<file path="src/hdl/motor_speed_pd_controller_unit_defines.svh">
// Assertion macros shared by the speed controller RTL.
// Each macro expects a clock named clk and an active-low reset named rst_n in scope.
`ifndef MOTOR_SPEED_PD_CONTROLLER_UNIT_DEFINES_SVH
`define MOTOR_SPEED_PD_CONTROLLER_UNIT_DEFINES_SVH

// The consequent must hold in the same cycle as the antecedent.
`define MSPD_ASSERT_SAME(label, ante, cons) \
    label: assert property (@(posedge clk) disable iff (!rst_n) (ante) |-> (cons)) \
        else $error("speed controller check failed");

// The consequent must hold in the cycle after the antecedent.
`define MSPD_ASSERT_NEXT(label, ante, cons) \
    label: assert property (@(posedge clk) disable iff (!rst_n) (ante) |=> (cons)) \
        else $error("speed controller check failed");

`endif

</file>
<file path="src/hdl/mspd_pkg.sv">
// Shared types and constants for the motor speed PD controller.
// No dependencies; used by every module of the block.
package mspd_pkg;

    // Plan codes.
    localparam logic [1:0] PLAN_FAST_FIXED = 2'd0;
    localparam logic [1:0] PLAN_SLOW_FIXED = 2'd1;
    localparam logic [1:0] PLAN_RULES_A    = 2'd2;
    localparam logic [1:0] PLAN_RULES_B    = 2'd3;
    localparam logic [1:0] PLAN_RESET      = PLAN_SLOW_FIXED;

    // Configuration port.
    localparam int ADDR_W = 3;
    localparam int DATA_W = 32;
    localparam logic [ADDR_W-1:0] PLAN_ADDR = 3'd0;

    // Widths.
    localparam int SPEED_W  = 10;
    localparam int TARGET_W = 7;
    localparam int KP_W     = 7;
    localparam int KD_W     = 5;
    localparam int ERR_W    = 11;
    localparam int DIFF_W   = 12;
    localparam int SUM_W    = 19;
    localparam int DRIVE_W  = 13;
    localparam int DUTY_W   = 12;

    // Drive shaping.
    localparam logic signed [SUM_W-1:0] DRIVE_BIAS = 19'sd1200;
    localparam logic signed [SUM_W-1:0] DRIVE_MAX  = 19'sd4000;
    localparam logic signed [SUM_W-1:0] DRIVE_MIN  = -19'sd3000;

    // Rule thresholds.
    localparam logic [16:0] STEER_DRIVE_LIMIT = 17'd600;
    localparam logic [15:0] NEAR_DISTANCE     = 16'd100;
    localparam logic [11:0] LEVEL_LIMIT       = 12'd2000;
    localparam logic [3:0]  RING_ENTRY_A      = 4'd3;
    localparam logic [3:0]  RING_ENTRY_B      = 4'd4;

    // Target speed and gains chosen for one tick.
    typedef struct packed {
        logic [TARGET_W-1:0] target;
        logic [KP_W-1:0]     kp;
        logic [KD_W-1:0]     kd;
    } gain_t;

    // One result item.
    typedef struct packed {
        logic [DRIVE_W-1:0] drive;
        logic [DUTY_W-1:0]  forward_duty;
        logic [DUTY_W-1:0]  reverse_duty;
    } result_t;

endpackage

</file>
<file path="src/hdl/mspd_target.sv">
// Target speed and PD gain selection from the plan and track-condition inputs.
// Depends on mspd_pkg.
module mspd_target
(
    input  logic [1:0]         plan,
    input  logic signed [7:0]  steer_error,
    input  logic               break_flag,
    input  logic signed [15:0] steer_drive,
    input  logic [15:0]        obstacle_distance,
    input  logic [2:0]         obstacle_state,
    input  logic [3:0]         ring_state,
    input  logic               ramp_flag,
    input  logic [11:0]        left_level,
    input  logic [11:0]        right_level,
    output mspd_pkg::gain_t    gains
);

    logic [8:0]                    err_mag;
    logic [16:0]                   drv_mag;
    logic                          rules_a;
    logic [mspd_pkg::TARGET_W-1:0] rule_target;

    // Magnitudes of the steering error and the steering drive.
    assign err_mag = steer_error[7] ? 9'(-{steer_error[7], steer_error})
                                    : {1'b0, steer_error};
    assign drv_mag = steer_drive[15] ? 17'(-{steer_drive[15], steer_drive})
                                     : {1'b0, steer_drive};
    assign rules_a = (plan == mspd_pkg::PLAN_RULES_A);

    // The last rule that holds wins, so the rules are checked from last to first.
    always_comb
    begin
        priority if ((left_level > mspd_pkg::LEVEL_LIMIT) ||
                     (right_level > mspd_pkg::LEVEL_LIMIT))
            rule_target = 7'd3;
        else if (ramp_flag)
            rule_target = 7'd7;
        else if ((ring_state == mspd_pkg::RING_ENTRY_A) ||
                 (ring_state == mspd_pkg::RING_ENTRY_B))
            rule_target = 7'd5;
        else if (ring_state != 4'd0)
            rule_target = rules_a ? 7'd7 : 7'd10;
        else if (obstacle_state != 3'd0)
            rule_target = rules_a ? 7'd7 : 7'd10;
        else if (obstacle_distance < mspd_pkg::NEAR_DISTANCE)
            rule_target = 7'd5;
        else if (rules_a && break_flag && (drv_mag > mspd_pkg::STEER_DRIVE_LIMIT))
            rule_target = 7'd7;
        else if (break_flag)
            rule_target = 7'd15;
        else if (rules_a && (err_mag >= 9'd15))
            rule_target = 7'd15;
        else if (err_mag >= 9'd10)
            rule_target = rules_a ? 7'd25 : 7'd30;
        else if (err_mag >= 9'd3)
            rule_target = 7'd35;
        else if (err_mag >= 9'd2)
            rule_target = 7'd40;
        else if (err_mag >= 9'd1)
            rule_target = 7'd45;
        else
            rule_target = 7'd60;
    end

    // Fixed plans use constant settings; the rule plans share one gain pair.
    always_comb
    begin
        unique case (plan)
            mspd_pkg::PLAN_FAST_FIXED:
            begin
                gains.target = 7'd15;
                gains.kp     = 7'd70;
                gains.kd     = 5'd20;
            end
            mspd_pkg::PLAN_SLOW_FIXED:
            begin
                gains.target = 7'd10;
                gains.kp     = 7'd60;
                gains.kd     = 5'd10;
            end
            default:
            begin
                gains.target = rule_target;
                gains.kp     = 7'd80;
                gains.kd     = 5'd30;
            end
        endcase
    end

endmodule

</file>
<file path="src/hdl/mspd_pd_calc.sv">
// Speed error, PD drive law, clamp and duty split for one tick.
// Depends on mspd_pkg.
module mspd_pd_calc
(
    input  mspd_pkg::gain_t                   gains,
    input  logic signed [mspd_pkg::SPEED_W-1:0] measured_speed,
    input  logic signed [mspd_pkg::ERR_W-1:0]   previous_error,
    output logic signed [mspd_pkg::ERR_W-1:0]   speed_error,
    output mspd_pkg::result_t                  result
);

    logic signed [mspd_pkg::DIFF_W-1:0] err_diff;
    logic signed [mspd_pkg::SUM_W-1:0]  p_term;
    logic signed [mspd_pkg::SUM_W-1:0]  d_term;
    logic signed [mspd_pkg::SUM_W-1:0]  drive_sum;
    logic signed [mspd_pkg::SUM_W-1:0]  drive_clamped;
    logic signed [mspd_pkg::SUM_W-1:0]  drive_neg;

    // Error against the target; it always fits the stored error width.
    assign speed_error = $signed({4'b0, gains.target}) - 11'(measured_speed);
    assign err_diff    = 12'(speed_error) - 12'(previous_error);

    // Proportional and derivative terms plus the bias.
    assign p_term    = $signed(19'({1'b0, gains.kp})) * 19'(speed_error);
    assign d_term    = $signed(19'({1'b0, gains.kd})) * 19'(err_diff);
    assign drive_sum = p_term + d_term + mspd_pkg::DRIVE_BIAS;

    // Clamp to the allowed drive range.
    always_comb
    begin
        priority if (drive_sum > mspd_pkg::DRIVE_MAX)
            drive_clamped = mspd_pkg::DRIVE_MAX;
        else if (drive_sum < mspd_pkg::DRIVE_MIN)
            drive_clamped = mspd_pkg::DRIVE_MIN;
        else
            drive_clamped = drive_sum;
    end

    assign drive_neg = -drive_clamped;

    // Split into forward and reverse duty.
    assign result.drive        = drive_clamped[mspd_pkg::DRIVE_W-1:0];
    assign result.forward_duty = drive_clamped[mspd_pkg::SUM_W-1] ? '0
                               : drive_clamped[mspd_pkg::DUTY_W-1:0];
    assign result.reverse_duty = drive_clamped[mspd_pkg::SUM_W-1]
                               ? drive_neg[mspd_pkg::DUTY_W-1:0] : '0;

endmodule

</file>
<file path="src/hdl/motor_speed_pd_controller_unit.sv">
// Motor speed PD controller: one item is one control tick. The block takes an item in every
// cycle unless a stalled result blocks it; the item is registered, and in the next cycle the
// target, gains, error and drive are formed and, on every UPDATE_PERIOD-th item, written to
// the result register. Throughput is one item per cycle while no result is stalled, and one
// result per UPDATE_PERIOD items; a stalled result holds only the item that would produce the
// next result. The plan register sits on the APB port at byte address 0 and resets to 1.
// Depends on mspd_pkg, mspd_target, mspd_pd_calc and the assertion macro header.
`include "motor_speed_pd_controller_unit_defines.svh"

module motor_speed_pd_controller_unit
#(
    parameter int UPDATE_PERIOD = 5
)
(
    input  logic                          clk,
    input  logic                          rst_n,

    // Configuration port.
    input  logic                          psel,
    input  logic                          penable,
    input  logic                          pwrite,
    input  logic [mspd_pkg::ADDR_W-1:0]   paddr,
    input  logic [mspd_pkg::DATA_W-1:0]   pwdata,
    output logic [mspd_pkg::DATA_W-1:0]   prdata,
    output logic                          pready,

    // Input items.
    input  logic                          in_valid,
    output logic                          in_ready,
    input  logic signed [9:0]             measured_speed,
    input  logic signed [7:0]             steer_error,
    input  logic                          break_flag,
    input  logic signed [15:0]            steer_drive,
    input  logic [15:0]                   obstacle_distance,
    input  logic [2:0]                    obstacle_state,
    input  logic [3:0]                    ring_state,
    input  logic                          ramp_flag,
    input  logic [11:0]                   left_level,
    input  logic [11:0]                   right_level,

    // Result items.
    output logic                          out_valid,
    input  logic                          out_ready,
    output logic signed [12:0]            drive,
    output logic [11:0]                   forward_duty,
    output logic [11:0]                   reverse_duty
);

    localparam int TICK_W = $clog2(UPDATE_PERIOD + 1);

    // Configuration.
    logic [1:0] plan_reg;
    logic       plan_write;

    // Input register.
    logic               s1_valid_reg;
    logic               s1_valid_next;
    logic signed [9:0]  speed_reg;
    logic signed [7:0]  steer_error_reg;
    logic               break_flag_reg;
    logic signed [15:0] steer_drive_reg;
    logic [15:0]        distance_reg;
    logic [2:0]         obstacle_reg;
    logic [3:0]         ring_reg;
    logic               ramp_reg;
    logic [11:0]        left_reg;
    logic [11:0]        right_reg;

    // Controller state.
    logic signed [mspd_pkg::ERR_W-1:0] prev_err_reg;
    logic [TICK_W-1:0]                 tick_count_reg;
    logic [TICK_W:0]                   tick_inc;
    logic                              emit;

    // Result register.
    logic                 out_valid_reg;
    logic                 out_valid_next;
    mspd_pkg::result_t    result_reg;

    // Stage wiring.
    mspd_pkg::gain_t                   gains;
    mspd_pkg::result_t                 calc_result;
    logic signed [mspd_pkg::ERR_W-1:0] speed_error;
    logic                              in_accept;
    logic                              out_free;
    logic                              s1_fire;

    // APB register access.
    assign pready     = 1'b1;
    assign plan_write = psel && penable && pwrite && pready &&
                        (paddr == mspd_pkg::PLAN_ADDR);
    assign prdata     = (paddr == mspd_pkg::PLAN_ADDR) ? {30'b0, plan_reg} : '0;

    always_ff @(posedge clk or negedge rst_n)
    begin
        if (!rst_n)
            plan_reg <= mspd_pkg::PLAN_RESET;
        else if (plan_write)
            plan_reg <= pwdata[1:0];
    end

    // Tick counting: a result is due when the incremented count reaches the period.
    assign tick_inc = {1'b0, tick_count_reg} + (TICK_W+1)'(1);
    assign emit     = (tick_inc >= (TICK_W+1)'(UPDATE_PERIOD));

    // Flow control: the registered item moves on unless it makes a result with no room.
    assign out_free  = !out_valid_reg || out_ready;
    assign s1_fire   = s1_valid_reg && (!emit || out_free);
    assign in_ready  = !s1_valid_reg || s1_fire;
    assign in_accept = in_valid && in_ready;

    always_comb
    begin
        s1_valid_next = s1_valid_reg;
        if (in_accept)
            s1_valid_next = 1'b1;
        else if (s1_fire)
            s1_valid_next = 1'b0;
    end

    always_comb
    begin
        out_valid_next = out_valid_reg;
        if (s1_fire && emit)
            out_valid_next = 1'b1;
        else if (out_ready)
            out_valid_next = 1'b0;
    end

    // Control registers.
    always_ff @(posedge clk or negedge rst_n)
    begin
        if (!rst_n)
        begin
            s1_valid_reg   <= 1'b0;
            out_valid_reg  <= 1'b0;
            prev_err_reg   <= '0;
            tick_count_reg <= '0;
        end
        else
        begin
            s1_valid_reg  <= s1_valid_next;
            out_valid_reg <= out_valid_next;
            if (s1_fire)
            begin
                prev_err_reg   <= speed_error;
                tick_count_reg <= emit ? '0 : tick_inc[TICK_W-1:0];
            end
        end
    end

    // Input payload register.
    always_ff @(posedge clk)
    begin
        if (in_accept)
        begin
            speed_reg       <= measured_speed;
            steer_error_reg <= steer_error;
            break_flag_reg  <= break_flag;
            steer_drive_reg <= steer_drive;
            distance_reg    <= obstacle_distance;
            obstacle_reg    <= obstacle_state;
            ring_reg        <= ring_state;
            ramp_reg        <= ramp_flag;
            left_reg        <= left_level;
            right_reg       <= right_level;
        end
    end

    // Target and gain selection.
    mspd_target u_target
    (
        .plan              (plan_reg),
        .steer_error       (steer_error_reg),
        .break_flag        (break_flag_reg),
        .steer_drive       (steer_drive_reg),
        .obstacle_distance (distance_reg),
        .obstacle_state    (obstacle_reg),
        .ring_state        (ring_reg),
        .ramp_flag         (ramp_reg),
        .left_level        (left_reg),
        .right_level       (right_reg),
        .gains             (gains)
    );

    // PD law and drive split.
    mspd_pd_calc u_pd_calc
    (
        .gains          (gains),
        .measured_speed (speed_reg),
        .previous_error (prev_err_reg),
        .speed_error    (speed_error),
        .result         (calc_result)
    );

    // Result payload register.
    always_ff @(posedge clk)
    begin
        if (s1_fire && emit)
            result_reg <= calc_result;
    end

    assign out_valid    = out_valid_reg;
    assign drive        = $signed(result_reg.drive);
    assign forward_duty = result_reg.forward_duty;
    assign reverse_duty = result_reg.reverse_duty;

    // Checks on the result path and the tick counter.
    `MSPD_ASSERT_SAME(a_tick_in_range, 1'b1, tick_count_reg < TICK_W'(UPDATE_PERIOD))
    `MSPD_ASSERT_NEXT(a_emit_loads_result, s1_fire && emit, out_valid_reg)
    `MSPD_ASSERT_SAME(a_drive_in_range, out_valid_reg,
        (drive >= -13'sd3000) && (drive <= 13'sd4000))
    `MSPD_ASSERT_SAME(a_duty_matches_drive, out_valid_reg,
        (13'(forward_duty) - 13'(reverse_duty)) == 13'(drive))

endmodule
</file>
<file path="config.mk">
export PLATFORM = sky130hd
export DESIGN_NAME = motor_speed_pd_controller_unit
export DESIGN_NICKNAME = d
export VERILOG_FILES = /design/src/hdl/mspd_pkg.sv /design/src/hdl/mspd_target.sv /design/src/hdl/mspd_pd_calc.sv /design/src/hdl/motor_speed_pd_controller_unit.sv
export VERILOG_INCLUDE_DIRS = /design/src /design/src/hdl
export SDC_FILE = /design/constraint.sdc
export NUM_CORES = 1
export LEC_CHECK = 0
export BUFFER_PORTS_ARGS = -buffer_cell sky130_fd_sc_hd__buf_2
export CORE_MARGIN = 3
export CORE_UTILIZATION = 52
export CTS_CLUSTER_SIZE = 16
export DETAILED_ROUTE_END_ITERATION = 10
export PLACE_DENSITY_LB_ADDON = 0.3
export SLEW_MARGIN = 10
export SYNTH_ARGS = -nofsm -noshare
export SYNTH_HDL_FRONTEND = slang
export SYNTH_HIERARCHICAL = 1
export SYNTH_SLANG_ARGS = --single-unit
</file>
<file path="constraint.sdc">
create_clock -name clk -period 10.7 [get_ports clk]
set_clock_uncertainty 0.1 [all_clocks]
set_input_delay 1.07 -clock clk [delete_from_list [all_inputs] [get_ports clk]]
set_output_delay 1.07 -clock clk [all_outputs]
set_load 0.1 [all_outputs]
</file>
==> run_results.csv <==
group,metric,value,unit
clock_network,path_clk_slew,0.07,ns
place,place_area,15050,sq um
timing,fin_crit_sh,1.018,
worst_setup_path,worst_setup_path_end_kind,"register",
floorplan,fp.coreArea,24390,sq um
clock_network,clk_path_buf_depth,2,
hold_path,min-delay-path-class,"reg -> reg",
routing,vias,9858,
routing,ant_nets,0,
worst_setup_path,critPathTopFamily,"adder cells",
grt,grtUsageTotal,0.2111,
routing,wl,28.91,mm
routing,drc,0,
routing,wl_per_cell,15.25,um
run_status,violations,"setup timing",
clock_network,htree_levels,4,
worst_setup_path,critPathBufInv,9,
floorplan,start_util,0.5315,
timing,final.setup.worst_slack,-0.1976,ns
place,hpwl,21.21,mm
grt,grt_remaining_overflow,0,
logic_synthesis,postSynthAreaPerCell,10.20,sq um
grt,antenna_found_initial,0,
layout,layout-drive-gt1-share,0.3168,
timing,fin_crit,10.90,ns
place,gp_congestion,0.8568,
grt,grt_first_pass_wirelength,45.91,mm
worst_setup_path,critical-path-max-stage-delay,0.55,ns
worst_setup_path,worst-path-max-fanout,8,
worst_setup_path,slowest_stage,"fa_1",
grt,grt_pass1_vias,10091,
floorplan,fp.dieH,163.9,um
clock_network,cts_tree,"done",
logic_synthesis,yosysWarnings,6,
timing,hold_viol,0,
timing,setup_viol,8,
floorplan,dieArea,26860,sq um
place,io_buffers,133,
layout,areaGrowthSynthToFinish,27.12,%
worst_setup_path,worstPathArrival,10.97,ns
worst_setup_path,required,10.77,ns
routing,drtPass1Iterations,6,
floorplan,num_rows,57,
floorplan,io_pins,197,
timing,rsz0062_at_grt,"yes",
worst_setup_path,cpMostUsedCell,"fa_1",
timing,worst_pin_slew,1.044,ns
worst_setup_path,cp-start-kind,"register",
clock_network,holdBufCountCts,0,
logic_synthesis,syn_area,12960,sq um
layout,n_antenna_cell,0,
grt,grt_max_degree,82,
run_status,status,"complete, but fails checks",
layout,largest_reg_flops,16,
layout,stdcell_area,16480,sq um
flow_run,drv_cap,0,
worst_setup_path,path_class,"reg -> reg",
clock_network,root_buffer,"clkbuf_16",
routing,drt_iter0_markers,543,
clock_network,insertion_delay,0.43,ns
routing,viasPerCell,5.199,
timing,slew_headroom,0.3022,
clock_network,cts-buffers-inserted,17,
clock_network,cts.sinks,136,
timing,drv_slew,0,
floorplan,die_x,163.9,um
layout,nets,1905,
logic_synthesis,syn_inst,1271,
timing,fmax,91.76,MHz
## final cells by class
cell class / count / area [sq um]
inverters: 215 / 807.0
well taps: 324 / 405.4
fillers: 1846 / 7911
repair buffers: 312 / 2054
clock inverters: 15 / 200.2
flip-flops and latches: 136 / 3995
clock buffers: 17 / 425.4
multi-input cells: 877 / 8592
## through the flow
step / utilization / setup WS [ns] / TNS (ns) / cells / hold slack [ns]
3_3_place_gp: 0.6169 / -0.3968 / -1.726 / 1835 / 0.4307
3_5_place_dp: 0.6169 / -0.5343 / -2.604 / 1835 / 0.4395
6_report: 0.6756 / -0.1976 / -0.8854 / 1896 / 0.4594
5_1_grt: 0.6756 / -0.6622 / -9.013 / 1896 / 0.4879
4_1_cts: 0.6590 / 0.001891 / 0 / 1883 / 0.4502
2_1_floorplan: - / 0.002752 / 0 / 1302 / 0.3902
## path summary, 6_finish.rpt
| check | from | to | slack [ns] | depth (start not counted) |
|---|---|---|---|---|
| max reg2reg | steer_error_reg[0] | reverse_duty[10] | -0.20 | 48 |
| max | steer_error_reg[0] | reverse_duty[10] | -0.20 | 48 |
| min | tick_count_reg[2] | tick_count_reg[0] | 0.46 | 1 |
| min reg2reg | tick_count_reg[2] | tick_count_reg[0] | 0.46 | 1 |
| min in group asynchronous | rst_n | prev_err_reg[3] | 0.50 | 1 |
| max in group asynchronous | rst_n | plan_reg[0] | 9.63 | 1 |
## layout by cell type, fill, tap and decap left out, drive strengths merged, types with 4 or more instances in the layout
cell type / count
a211oi: 5
a21boi: 12
a21o: 16
a21oi: 46
a22oi: 6
a31o: 5
a31oi: 6
and2: 90
and3: 9
buf: 312
clkbuf: 17
conb: 34
dfrtp: 17
edfxtp: 118
fa: 133
ha: 88
inv: 225
mux2i: 4
nand2: 91
nand2b: 16
nand3: 12
nand3b: 4
nor2: 65
nor2b: 20
nor3: 19
o2111ai: 8
o211ai: 4
o21a: 8
o21ai: 26
o22ai: 12
o311ai: 13
or2: 7
or3: 5
or3b: 4
or4: 5
xnor2: 37
xor2: 14
## metal layers
layer	vias to the layer above	wire [um]	track usage
met2	268	15210	0.3804
li1	4741	-	-
met4	0	719	0.06382
met5	-	0	0
met3	56	1122	0.03430
met1	4793	11860	0.2606
## what timing repair did
item / in CTS / in global routing
gates resized for setup: 53 / 75
setup endpoints to repair: 14 / 29
pin swaps: 47 / 48
endpoints found under the hold margin: 0 / 0
buffers inserted: 16 / 13
Power is not shown: default switching activity piles up to over one toggle a cycle in this logic, so the estimate is an artifact.
